$ cat config.mk
export PLATFORM = sky130hd
export DESIGN_NAME = latest_value_ring_store
export DESIGN_NICKNAME = d
export VERILOG_FILES = /design/src/hdl/lvrs_pkg.sv /design/src/hdl/lvrs_ctrl.sv /design/src/hdl/lvrs_datapath.sv /design/src/hdl/latest_value_ring_store.sv
export SDC_FILE = /design/constraint.sdc
export NUM_CORES = 2
export LEC_CHECK = 0
export ABC_CLOCK_PERIOD_IN_PS = 3600
export BUFFER_PORTS_ARGS = -buffer_cell sky130_fd_sc_hd__buf_2
export CORE_MARGIN = 2
export CORE_UTILIZATION = 45
export CTS_CLUSTER_SIZE = 24
export DETAILED_ROUTE_END_ITERATION = 8
export PLACE_DENSITY = 0.59
export RECOVER_POWER = 50
export SLEW_MARGIN = 5
export SYNTH_ARGS = -nofsm -noshare
export SYNTH_HDL_FRONTEND = slang
export SYNTH_SLANG_ARGS = --single-unit
$ cat constraint.sdc
create_clock -name i_clk -period 3.6 [get_ports i_clk]
set_input_delay 0 -clock i_clk [delete_from_list [all_inputs] [get_ports i_clk]]
set_output_delay 0 -clock i_clk [all_outputs]
set_load 0.005 [all_outputs]
$ cat src/hdl/lvrs_pkg.sv
// ----------------------------------------------------------------------------
// lvrs_pkg: shared types and constants for the latest-value ring store
// Request codes, field widths, controller state encoding and the command and
// status bundles between the controller and the datapath.
// ----------------------------------------------------------------------------
package lvrs_pkg;

    localparam int KEY_W  = 16;
    localparam int UTIL_W = 16;

    // Q1.15 full scale: 1.0
    localparam logic [UTIL_W-1:0] UTIL_ONE = 16'h8000;

    localparam logic REQ_WRITE = 1'b0;
    localparam logic REQ_READ  = 1'b1;

    typedef enum logic [2:0] {
        S_IDLE = 3'b001,
        S_SCAN = 3'b010,
        S_DONE = 3'b100
    } t_state;

    typedef struct packed {
        logic write;     // store the incoming word at the write pointer
        logic start;     // latch the search key and load the scan pointer
        logic step;      // issue one ring read and move toward the oldest entry
        logic cap_hit;   // latch a found result from the current read data
        logic cap_miss;  // latch the result for a scan that ran out of entries
        logic emit;      // move the latched result into the output register
    } t_cmd;

    typedef struct packed {
        logic hit;       // read data is valid and its key matches
        logic exhausted; // no reads left to issue and none in flight
        logic out_free;  // output register can take a word this cycle
    } t_status;

endpackage

$ cat src/hdl/lvrs_ctrl.sv
// ----------------------------------------------------------------------------
// lvrs_ctrl: request sequencer
// Accepts requests, runs the newest-to-oldest scan for reads and hands the
// result to the output register.
// ----------------------------------------------------------------------------
module lvrs_ctrl (
    input  logic             i_clk,
    input  logic             i_rst_n,
    input  logic             i_in_valid,
    input  logic             i_req_type,
    input  lvrs_pkg::t_status i_status,
    output logic             o_in_stall,
    output lvrs_pkg::t_cmd   o_cmd
);

    lvrs_pkg::t_state r_state;
    lvrs_pkg::t_state n_state;

    always_ff @(posedge i_clk) begin
        if (!i_rst_n) begin
            r_state <= lvrs_pkg::S_IDLE;
        end else begin
            r_state <= n_state;
        end
    end

    assign o_in_stall = (r_state != lvrs_pkg::S_IDLE);

    always_comb begin
        n_state = r_state;
        o_cmd   = '0;
        case (r_state)
            lvrs_pkg::S_IDLE: begin
                if (i_in_valid) begin
                    if (i_req_type == lvrs_pkg::REQ_WRITE) begin
                        o_cmd.write = 1'b1;
                    end else begin
                        o_cmd.start = 1'b1;
                        n_state     = lvrs_pkg::S_SCAN;
                    end
                end
            end
            lvrs_pkg::S_SCAN: begin
                o_cmd.step = 1'b1;
                if (i_status.hit) begin
                    o_cmd.cap_hit = 1'b1;
                    n_state       = lvrs_pkg::S_DONE;
                end else if (i_status.exhausted) begin
                    o_cmd.cap_miss = 1'b1;
                    n_state        = lvrs_pkg::S_DONE;
                end
            end
            lvrs_pkg::S_DONE: begin
                if (i_status.out_free) begin
                    o_cmd.emit = 1'b1;
                    n_state    = lvrs_pkg::S_IDLE;
                end
            end
            default: begin
                n_state = lvrs_pkg::S_IDLE;
            end
        endcase
    end

endmodule

$ cat src/hdl/lvrs_datapath.sv
// ----------------------------------------------------------------------------
// lvrs_datapath: ring memory, pointers, key compare and output register
// Holds the key and value rings, the write pointer with a wrap flag, the scan
// pointer and the result registers.
// ----------------------------------------------------------------------------
module lvrs_datapath #(
    parameter int RING_DEPTH = 64
) (
    input  logic                          i_clk,
    input  logic                          i_rst_n,
    input  lvrs_pkg::t_cmd                i_cmd,
    input  logic [lvrs_pkg::KEY_W-1:0]    i_edge_key,
    input  logic [lvrs_pkg::UTIL_W-1:0]   i_util_in,
    input  logic                          i_out_stall,
    output lvrs_pkg::t_status             o_status,
    output logic                          o_out_valid,
    output logic                          o_found,
    output logic [lvrs_pkg::UTIL_W-1:0]   o_util_out
);

    localparam int AW = $clog2(RING_DEPTH);
    localparam int CW = $clog2(RING_DEPTH + 1);
    localparam logic [AW-1:0] LAST = AW'(RING_DEPTH - 1);

    logic [lvrs_pkg::KEY_W-1:0]  mem_key [RING_DEPTH];
    logic [lvrs_pkg::UTIL_W-1:0] mem_val [RING_DEPTH];

    logic [AW-1:0]               r_wp;
    logic                        r_full;
    logic [AW-1:0]               r_addr;
    logic [CW-1:0]               r_left;
    logic                        r_rd_vld;
    logic [lvrs_pkg::KEY_W-1:0]  r_key;
    logic [lvrs_pkg::KEY_W-1:0]  r_rd_key;
    logic [lvrs_pkg::UTIL_W-1:0] r_rd_val;
    logic                        r_res_found;
    logic [lvrs_pkg::UTIL_W-1:0] r_res_util;
    logic                        r_out_valid;
    logic                        r_out_found;
    logic [lvrs_pkg::UTIL_W-1:0] r_out_util;

    logic [lvrs_pkg::UTIL_W-1:0] n_util_sat;
    logic [AW-1:0]               n_wp;
    logic [AW-1:0]               n_addr_prev;
    logic [AW-1:0]               n_wp_prev;
    logic [CW-1:0]               n_count;

    assign n_util_sat  = (i_util_in > lvrs_pkg::UTIL_ONE) ? lvrs_pkg::UTIL_ONE : i_util_in;
    assign n_wp        = (r_wp == LAST) ? '0 : r_wp + AW'(1);
    assign n_wp_prev   = (r_wp == '0) ? LAST : r_wp - AW'(1);
    assign n_addr_prev = (r_addr == '0) ? LAST : r_addr - AW'(1);
    // Slots at and above the write pointer are unwritten until the first wrap
    assign n_count     = r_full ? CW'(RING_DEPTH) : CW'(r_wp);

    // Ring memory: one write port, one registered read port
    always_ff @(posedge i_clk) begin
        if (i_cmd.write) begin
            mem_key[r_wp] <= i_edge_key;
            mem_val[r_wp] <= n_util_sat;
        end
        if (i_cmd.step) begin
            r_rd_key <= mem_key[r_addr];
            r_rd_val <= mem_val[r_addr];
        end
    end

    always_ff @(posedge i_clk) begin
        if (!i_rst_n) begin
            r_wp        <= '0;
            r_full      <= 1'b0;
            r_left      <= '0;
            r_rd_vld    <= 1'b0;
            r_out_valid <= 1'b0;
        end else begin
            if (i_cmd.write) begin
                r_wp <= n_wp;
                if (r_wp == LAST) begin
                    r_full <= 1'b1;
                end
            end
            if (i_cmd.start) begin
                r_left   <= n_count;
                r_rd_vld <= 1'b0;
            end else if (i_cmd.step) begin
                if (r_left != '0) begin
                    r_left   <= r_left - CW'(1);
                    r_rd_vld <= 1'b1;
                end else begin
                    r_rd_vld <= 1'b0;
                end
            end
            if (i_cmd.emit) begin
                r_out_valid <= 1'b1;
            end else if (!i_out_stall) begin
                r_out_valid <= 1'b0;
            end
        end
    end

    always_ff @(posedge i_clk) begin
        if (i_cmd.start) begin
            r_key  <= i_edge_key;
            r_addr <= n_wp_prev;
        end else if (i_cmd.step) begin
            r_addr <= n_addr_prev;
        end
        if (i_cmd.cap_hit) begin
            r_res_found <= 1'b1;
            r_res_util  <= r_rd_val;
        end else if (i_cmd.cap_miss) begin
            // Unwritten slots count as key zero with value zero
            r_res_found <= !r_full && (r_key == '0);
            r_res_util  <= '0;
        end
        if (i_cmd.emit) begin
            r_out_found <= r_res_found;
            r_out_util  <= r_res_util;
        end
    end

    assign o_status.hit       = r_rd_vld && (r_rd_key == r_key);
    assign o_status.exhausted = (r_left == '0) && !r_rd_vld;
    assign o_status.out_free  = !r_out_valid || !i_out_stall;

    assign o_out_valid = r_out_valid;
    assign o_found     = r_out_found;
    assign o_util_out  = r_out_util;

endmodule

$ cat src/hdl/latest_value_ring_store.sv
// Write: completes on acceptance; a write is taken each cycle the store is idle.
// Read: scans newest to oldest, one ring entry per cycle through the single
//   read port of the ring memory; a finished result waits while the output
//   register holds a stalled word.
//   The next request is taken in the cycle the result turns valid.
// Reset (synchronous, active low): empty ring, write pointer zero, no output
//   word; unwritten slots read as key 0, value 0 with no clearing pass.
// ----------------------------------------------------------------------------
// latest_value_ring_store: ring of keyed utilization samples with lookup
// Writes append a key and a saturated Q1.15 value at the write pointer. Reads
// return the value of the newest entry holding the requested key.
// ----------------------------------------------------------------------------
module latest_value_ring_store #(
    parameter int RING_DEPTH = 64
) (
    input  logic                        i_clk,
    input  logic                        i_rst_n,
    // request channel
    input  logic                        i_in_valid,
    output logic                        o_in_stall,
    input  logic                        i_req_type,
    input  logic [lvrs_pkg::KEY_W-1:0]  i_edge_key,
    input  logic [lvrs_pkg::UTIL_W-1:0] i_util_in,
    // result channel
    output logic                        o_out_valid,
    input  logic                        i_out_stall,
    output logic                        o_found,
    output logic [lvrs_pkg::UTIL_W-1:0] o_util_out
);

    lvrs_pkg::t_cmd    cmd;
    lvrs_pkg::t_status status;

    // Sequence requests: writes complete on acceptance, reads walk the ring
    // from the newest slot and stop at the first key match or the oldest slot.
    lvrs_ctrl u_ctrl (
        .i_clk      (i_clk),
        .i_rst_n    (i_rst_n),
        .i_in_valid (i_in_valid),
        .i_req_type (i_req_type),
        .i_status   (status),
        .o_in_stall (o_in_stall),
        .o_cmd      (cmd)
    );

    // Hold the ring, pointers and output register. The output word stays
    // registered, so a waiting result does not block writes that follow it.
    lvrs_datapath #(
        .RING_DEPTH (RING_DEPTH)
    ) u_datapath (
        .i_clk       (i_clk),
        .i_rst_n     (i_rst_n),
        .i_cmd       (cmd),
        .i_edge_key  (i_edge_key),
        .i_util_in   (i_util_in),
        .i_out_stall (i_out_stall),
        .o_status    (status),
        .o_out_valid (o_out_valid),
        .o_found     (o_found),
        .o_util_out  (o_util_out)
    );

endmodule

==> impl_metrics.env <==
export IMPL_status="finished, violations left"
export IMPL_violations="capacitance limit, slew limit"
export IMPL_numCtsBuffers=214
export IMPL_clk_pin_slew_worst_paths_ns=0.06
export IMPL_clock_sinks=2155
export IMPL_die_h_um=431
export IMPL_drv_cap=29
export IMPL_hpwl_um=123000
export IMPL_dp_cells=6039
export IMPL_die_area_um2=186000
export IMPL_fin_crit_sh=0.962
export IMPL_grt_overflow=0
export IMPL_r2r_end="u_datapath.r_rd_val[7]"
export IMPL_synth_cells=3535
export IMPL_crit_chain="buf_4 -> inv_6 -> buf_4 -> mux4_2 -> o21ai_1 -> nand2_1"
export IMPL_ant_nets=0
export IMPL_ys_types=53
export IMPL_clockRootBuffer="clkbuf_16"
export IMPL_final_util=0.525
export IMPL_start_util=0.454
export IMPL_clockBufferDepth=3
export IMPL_via_per_inst=6.11
export IMPL_final_common_cell="edfxtp_1"
export IMPL_wl_met3_um=17600
export IMPL_nNetsFinal=3971
export IMPL_clock_latency_ns=0.86
export IMPL_io_pins=56
export IMPL_gp_congestion=0.862
export IMPL_min_path_cells=4
export IMPL_rows=156
export IMPL_first_pass_iters=5
export IMPL_layout_common_cells="edfxtp_1, mux4_2, clkbuf_16"
export IMPL_required_ns=4.15
export IMPL_p_leak_nw=29.0
export IMPL_fin_skew_ns=0.0426
export IMPL_synth_edf_count=2135
export IMPL_crit_path_max_incr_delay_ns=0.84
export IMPL_instances_no_fill=6490
export IMPL_syn_area_um2=82200
export IMPL_yosysWarnings=0
export IMPL_hp_class="in -> reg"
export IMPL_crit_slowest_cell="o21ai_1"
export IMPL_antenna_found_initial=14
export IMPL_core_area_um2=181000
export IMPL_worstHoldEndpoint="u_datapath.o_out_valid"
export IMPL_drt_iter0_markers=5382
export IMPL_final_hold_violation_count=0
export IMPL_min_delay_start="i_out_stall"
export IMPL_crit_path_frequent_cell="buf_4"
export IMPL_num_vias=39600
export IMPL_grt_use_total=0.240
export IMPL_grt_pass1_vias=39800
export IMPL_ys_ff_latch=2155
export IMPL_grt_max_degree=68
export IMPL_yosysSeqAreaShare=0.785
export IMPL_worst_pin_slew_ns=3.34
export IMPL_finalPower_w=0.0562
export IMPL_cts_tree="yes"
export IMPL_powerDensity_nw_per_um2=591
export IMPL_finalMaxSlewViolations=1345
export IMPL_end_kind="register"
export IMPL_ys_flop_type="edfxtp_1"
export IMPL_finalWirelength_um=222000
export IMPL_async_flop_share=0
export IMPL_areaGrowthSynthToFinish_pct=15.7
export IMPL_ir_worst_vdd_mv=0.502
export IMPL_setup_viol=0
export IMPL_dieWidth_um=431
export IMPL_worstRegToRegCells=6
export IMPL_portBuffers=55
export IMPL_route_detailed_drc=0
export IMPL_synth_nets=3578
export IMPL_highest_signal_layer="met5"
export IMPL_syn_avg_cell_area_um2=23.2
export IMPL_timing_final_crit_period_ns=3.46
export IMPL_reg2reg_slack_ns=0.14
export IMPL_timing_critical_path_fanout_max=11
export IMPL_r2r_start="u_datapath.r_addr[3]"
export IMPL_wl_met2_um=105000
export IMPL_cp_data_arrival_time_ns=4.02
export IMPL_max_freq_ghz=0.289
export IMPL_setup_worst_path_start_class="register"
export IMPL_drive_gt1_frac=0.299
export IMPL_h_tree_depth=4
export IMPL_rsz0062_at_grt="false"
export IMPL_worstSetupPathType="reg -> reg"
export IMPL_grt_first_pass_wirelength_um=310000
export IMPL_m1WireLength_um=90800
export IMPL_wl_per_cell_um=34.1
export IMPL_slew_headroom=-1.23
## cells in the mapped netlist (all sizes together), types with 8 or more instances
| master | instances | area (µm²) |
|---|---|---|
| clkbuf | 72 | 270 |
| nand2 | 69 | 259 |
| nor2 | 83 | 312 |
| mux2 | 14 | 158 |
| mux2i | 82 | 821 |
| buf | 107 | 593 |
| a22oi | 21 | 158 |
| dfxtp | 20 | 400 |
| mux4 | 561 | 12600 |
| o21ai | 107 | 536 |
| xnor2 | 14 | 123 |
| nor3 | 8 | 40.0 |
| a21oi | 9 | 45.0 |
| nand3 | 15 | 75.1 |
| nor4 | 13 | 81.3 |
| a221oi | 53 | 464 |
| edfxtp | 2135 | 64100 |
| nor2b | 22 | 138 |
| inv | 11 | 41.3 |
| xor2 | 18 | 158 |
| and2 | 23 | 144 |
## power breakdown
group / switching, W / internal, W
sequential: 0.000106 / 0.0278
clock: 0.00948 / 0.0124
combinational: 0.00381 / 0.00260
## cells by family after synthesis
kind of cell,Yosys count,synth area share
mux,657,0.166
fa+ha+maj,6,0.000913
flops,2155,0.785
buf+inv,194,0.0112
simple gates,258,0.0150
compound gates,233,0.0189
xor+xnor,32,0.00341
## timing repair
| item | CTS | global route |
|---|---|---|
| endpoints found under the hold margin | 1536 | 0 |
| resized for setup | 1 | 1 |
| buffers inserted | 0 | 0 |
| hold buffers | 43 | 0 |
| endpoints found under the setup margin | 1 | 22 |
## how the worst max path moves through the flow
stage / start / to / slack [ns] / depth (start not counted)
after detailed placement: u_datapath.r_addr[0] / u_datapath.r_rd_key[13] / -0.07 / 6
after floorplan: u_ctrl.r_state[0] / u_datapath.mem_key[28][0] / 0.17 / 6
after global placement: u_datapath.r_addr[0] / u_datapath.r_rd_key[13] / -0.01 / 6
after CTS: u_datapath.r_addr[0] / u_datapath.r_rd_key[0] / 0.01 / 6
after global routing: u_ctrl.r_state[0] / u_datapath.mem_key[43][0] / 0.05 / 8
final: u_datapath.r_addr[3] / u_datapath.r_rd_val[7] / 0.14 / 6
## final cells by class
| class | instances | area, µm² |
|---|---|---|
| clock inverter | 129 | 1170 |
| inverter | 15 | 61.3 |
| clock buffer | 273 | 5720 |
| timing repair buffer | 356 | 3350 |
| antenna | 6 | 15.0 |
| fill | 13800 | 86000 |
| tap | 2370 | 2970 |
| multi-input combinational | 1186 | 17300 |
| sequential | 2155 | 64500 |
## sequential cells by signal, summed over array words and instances, names as in the netlist
signal and cells:
u_datapath.o_out_valid 1, u_datapath.r_rd_key 16, u_datapath.r_left 7, u_datapath.mem_key 1024, u_datapath.mem_val 1024, u_datapath.o_found 1, u_datapath.r_key 16, u_datapath.r_wp 6
u_datapath.r_full 1, u_datapath.r_res_found 1, u_datapath.r_res_util 16, u_datapath.r_addr 6, u_datapath.o_util_out 16, u_datapath.r_rd_vld 1, u_datapath.r_rd_val 16, u_ctrl.r_state 3
## critical path: cells and delay by family, from the launching register on
family,cells,cell delay [ns]
simple gates,1,0.11
compound gates,1,0.84
mux,1,0.66
buf+inv,3,0.87
flops,1,0.63
## metal layers
metal	up-vias	global-route usage
met2	1788	0.376
met3	320	0.0406
met5	-	0
met1	21600	0.343
met4	4	0.0853
li1	15900	-
## per-stage QoR
stage | setup slack, ns | cell area, µm² | hold slack, ns | TNS (ns)
2_1_floorplan | 0.165 | 82200 | 0.0989 | 0
3_3_place_gp | -0.0102 | 88100 | 0.388 | -0.0102
3_5_place_dp | -0.0728 | 88100 | 0.395 | -0.0728
4_1_cts | 0.0119 | 95500 | 0.0644 | 0
5_1_grt | 0.0498 | 95100 | 0.0947 | 0
6_report | 0.136 | 95100 | 0.0939 | 0
No activity file was read; power rests on OpenSTA's default activity.
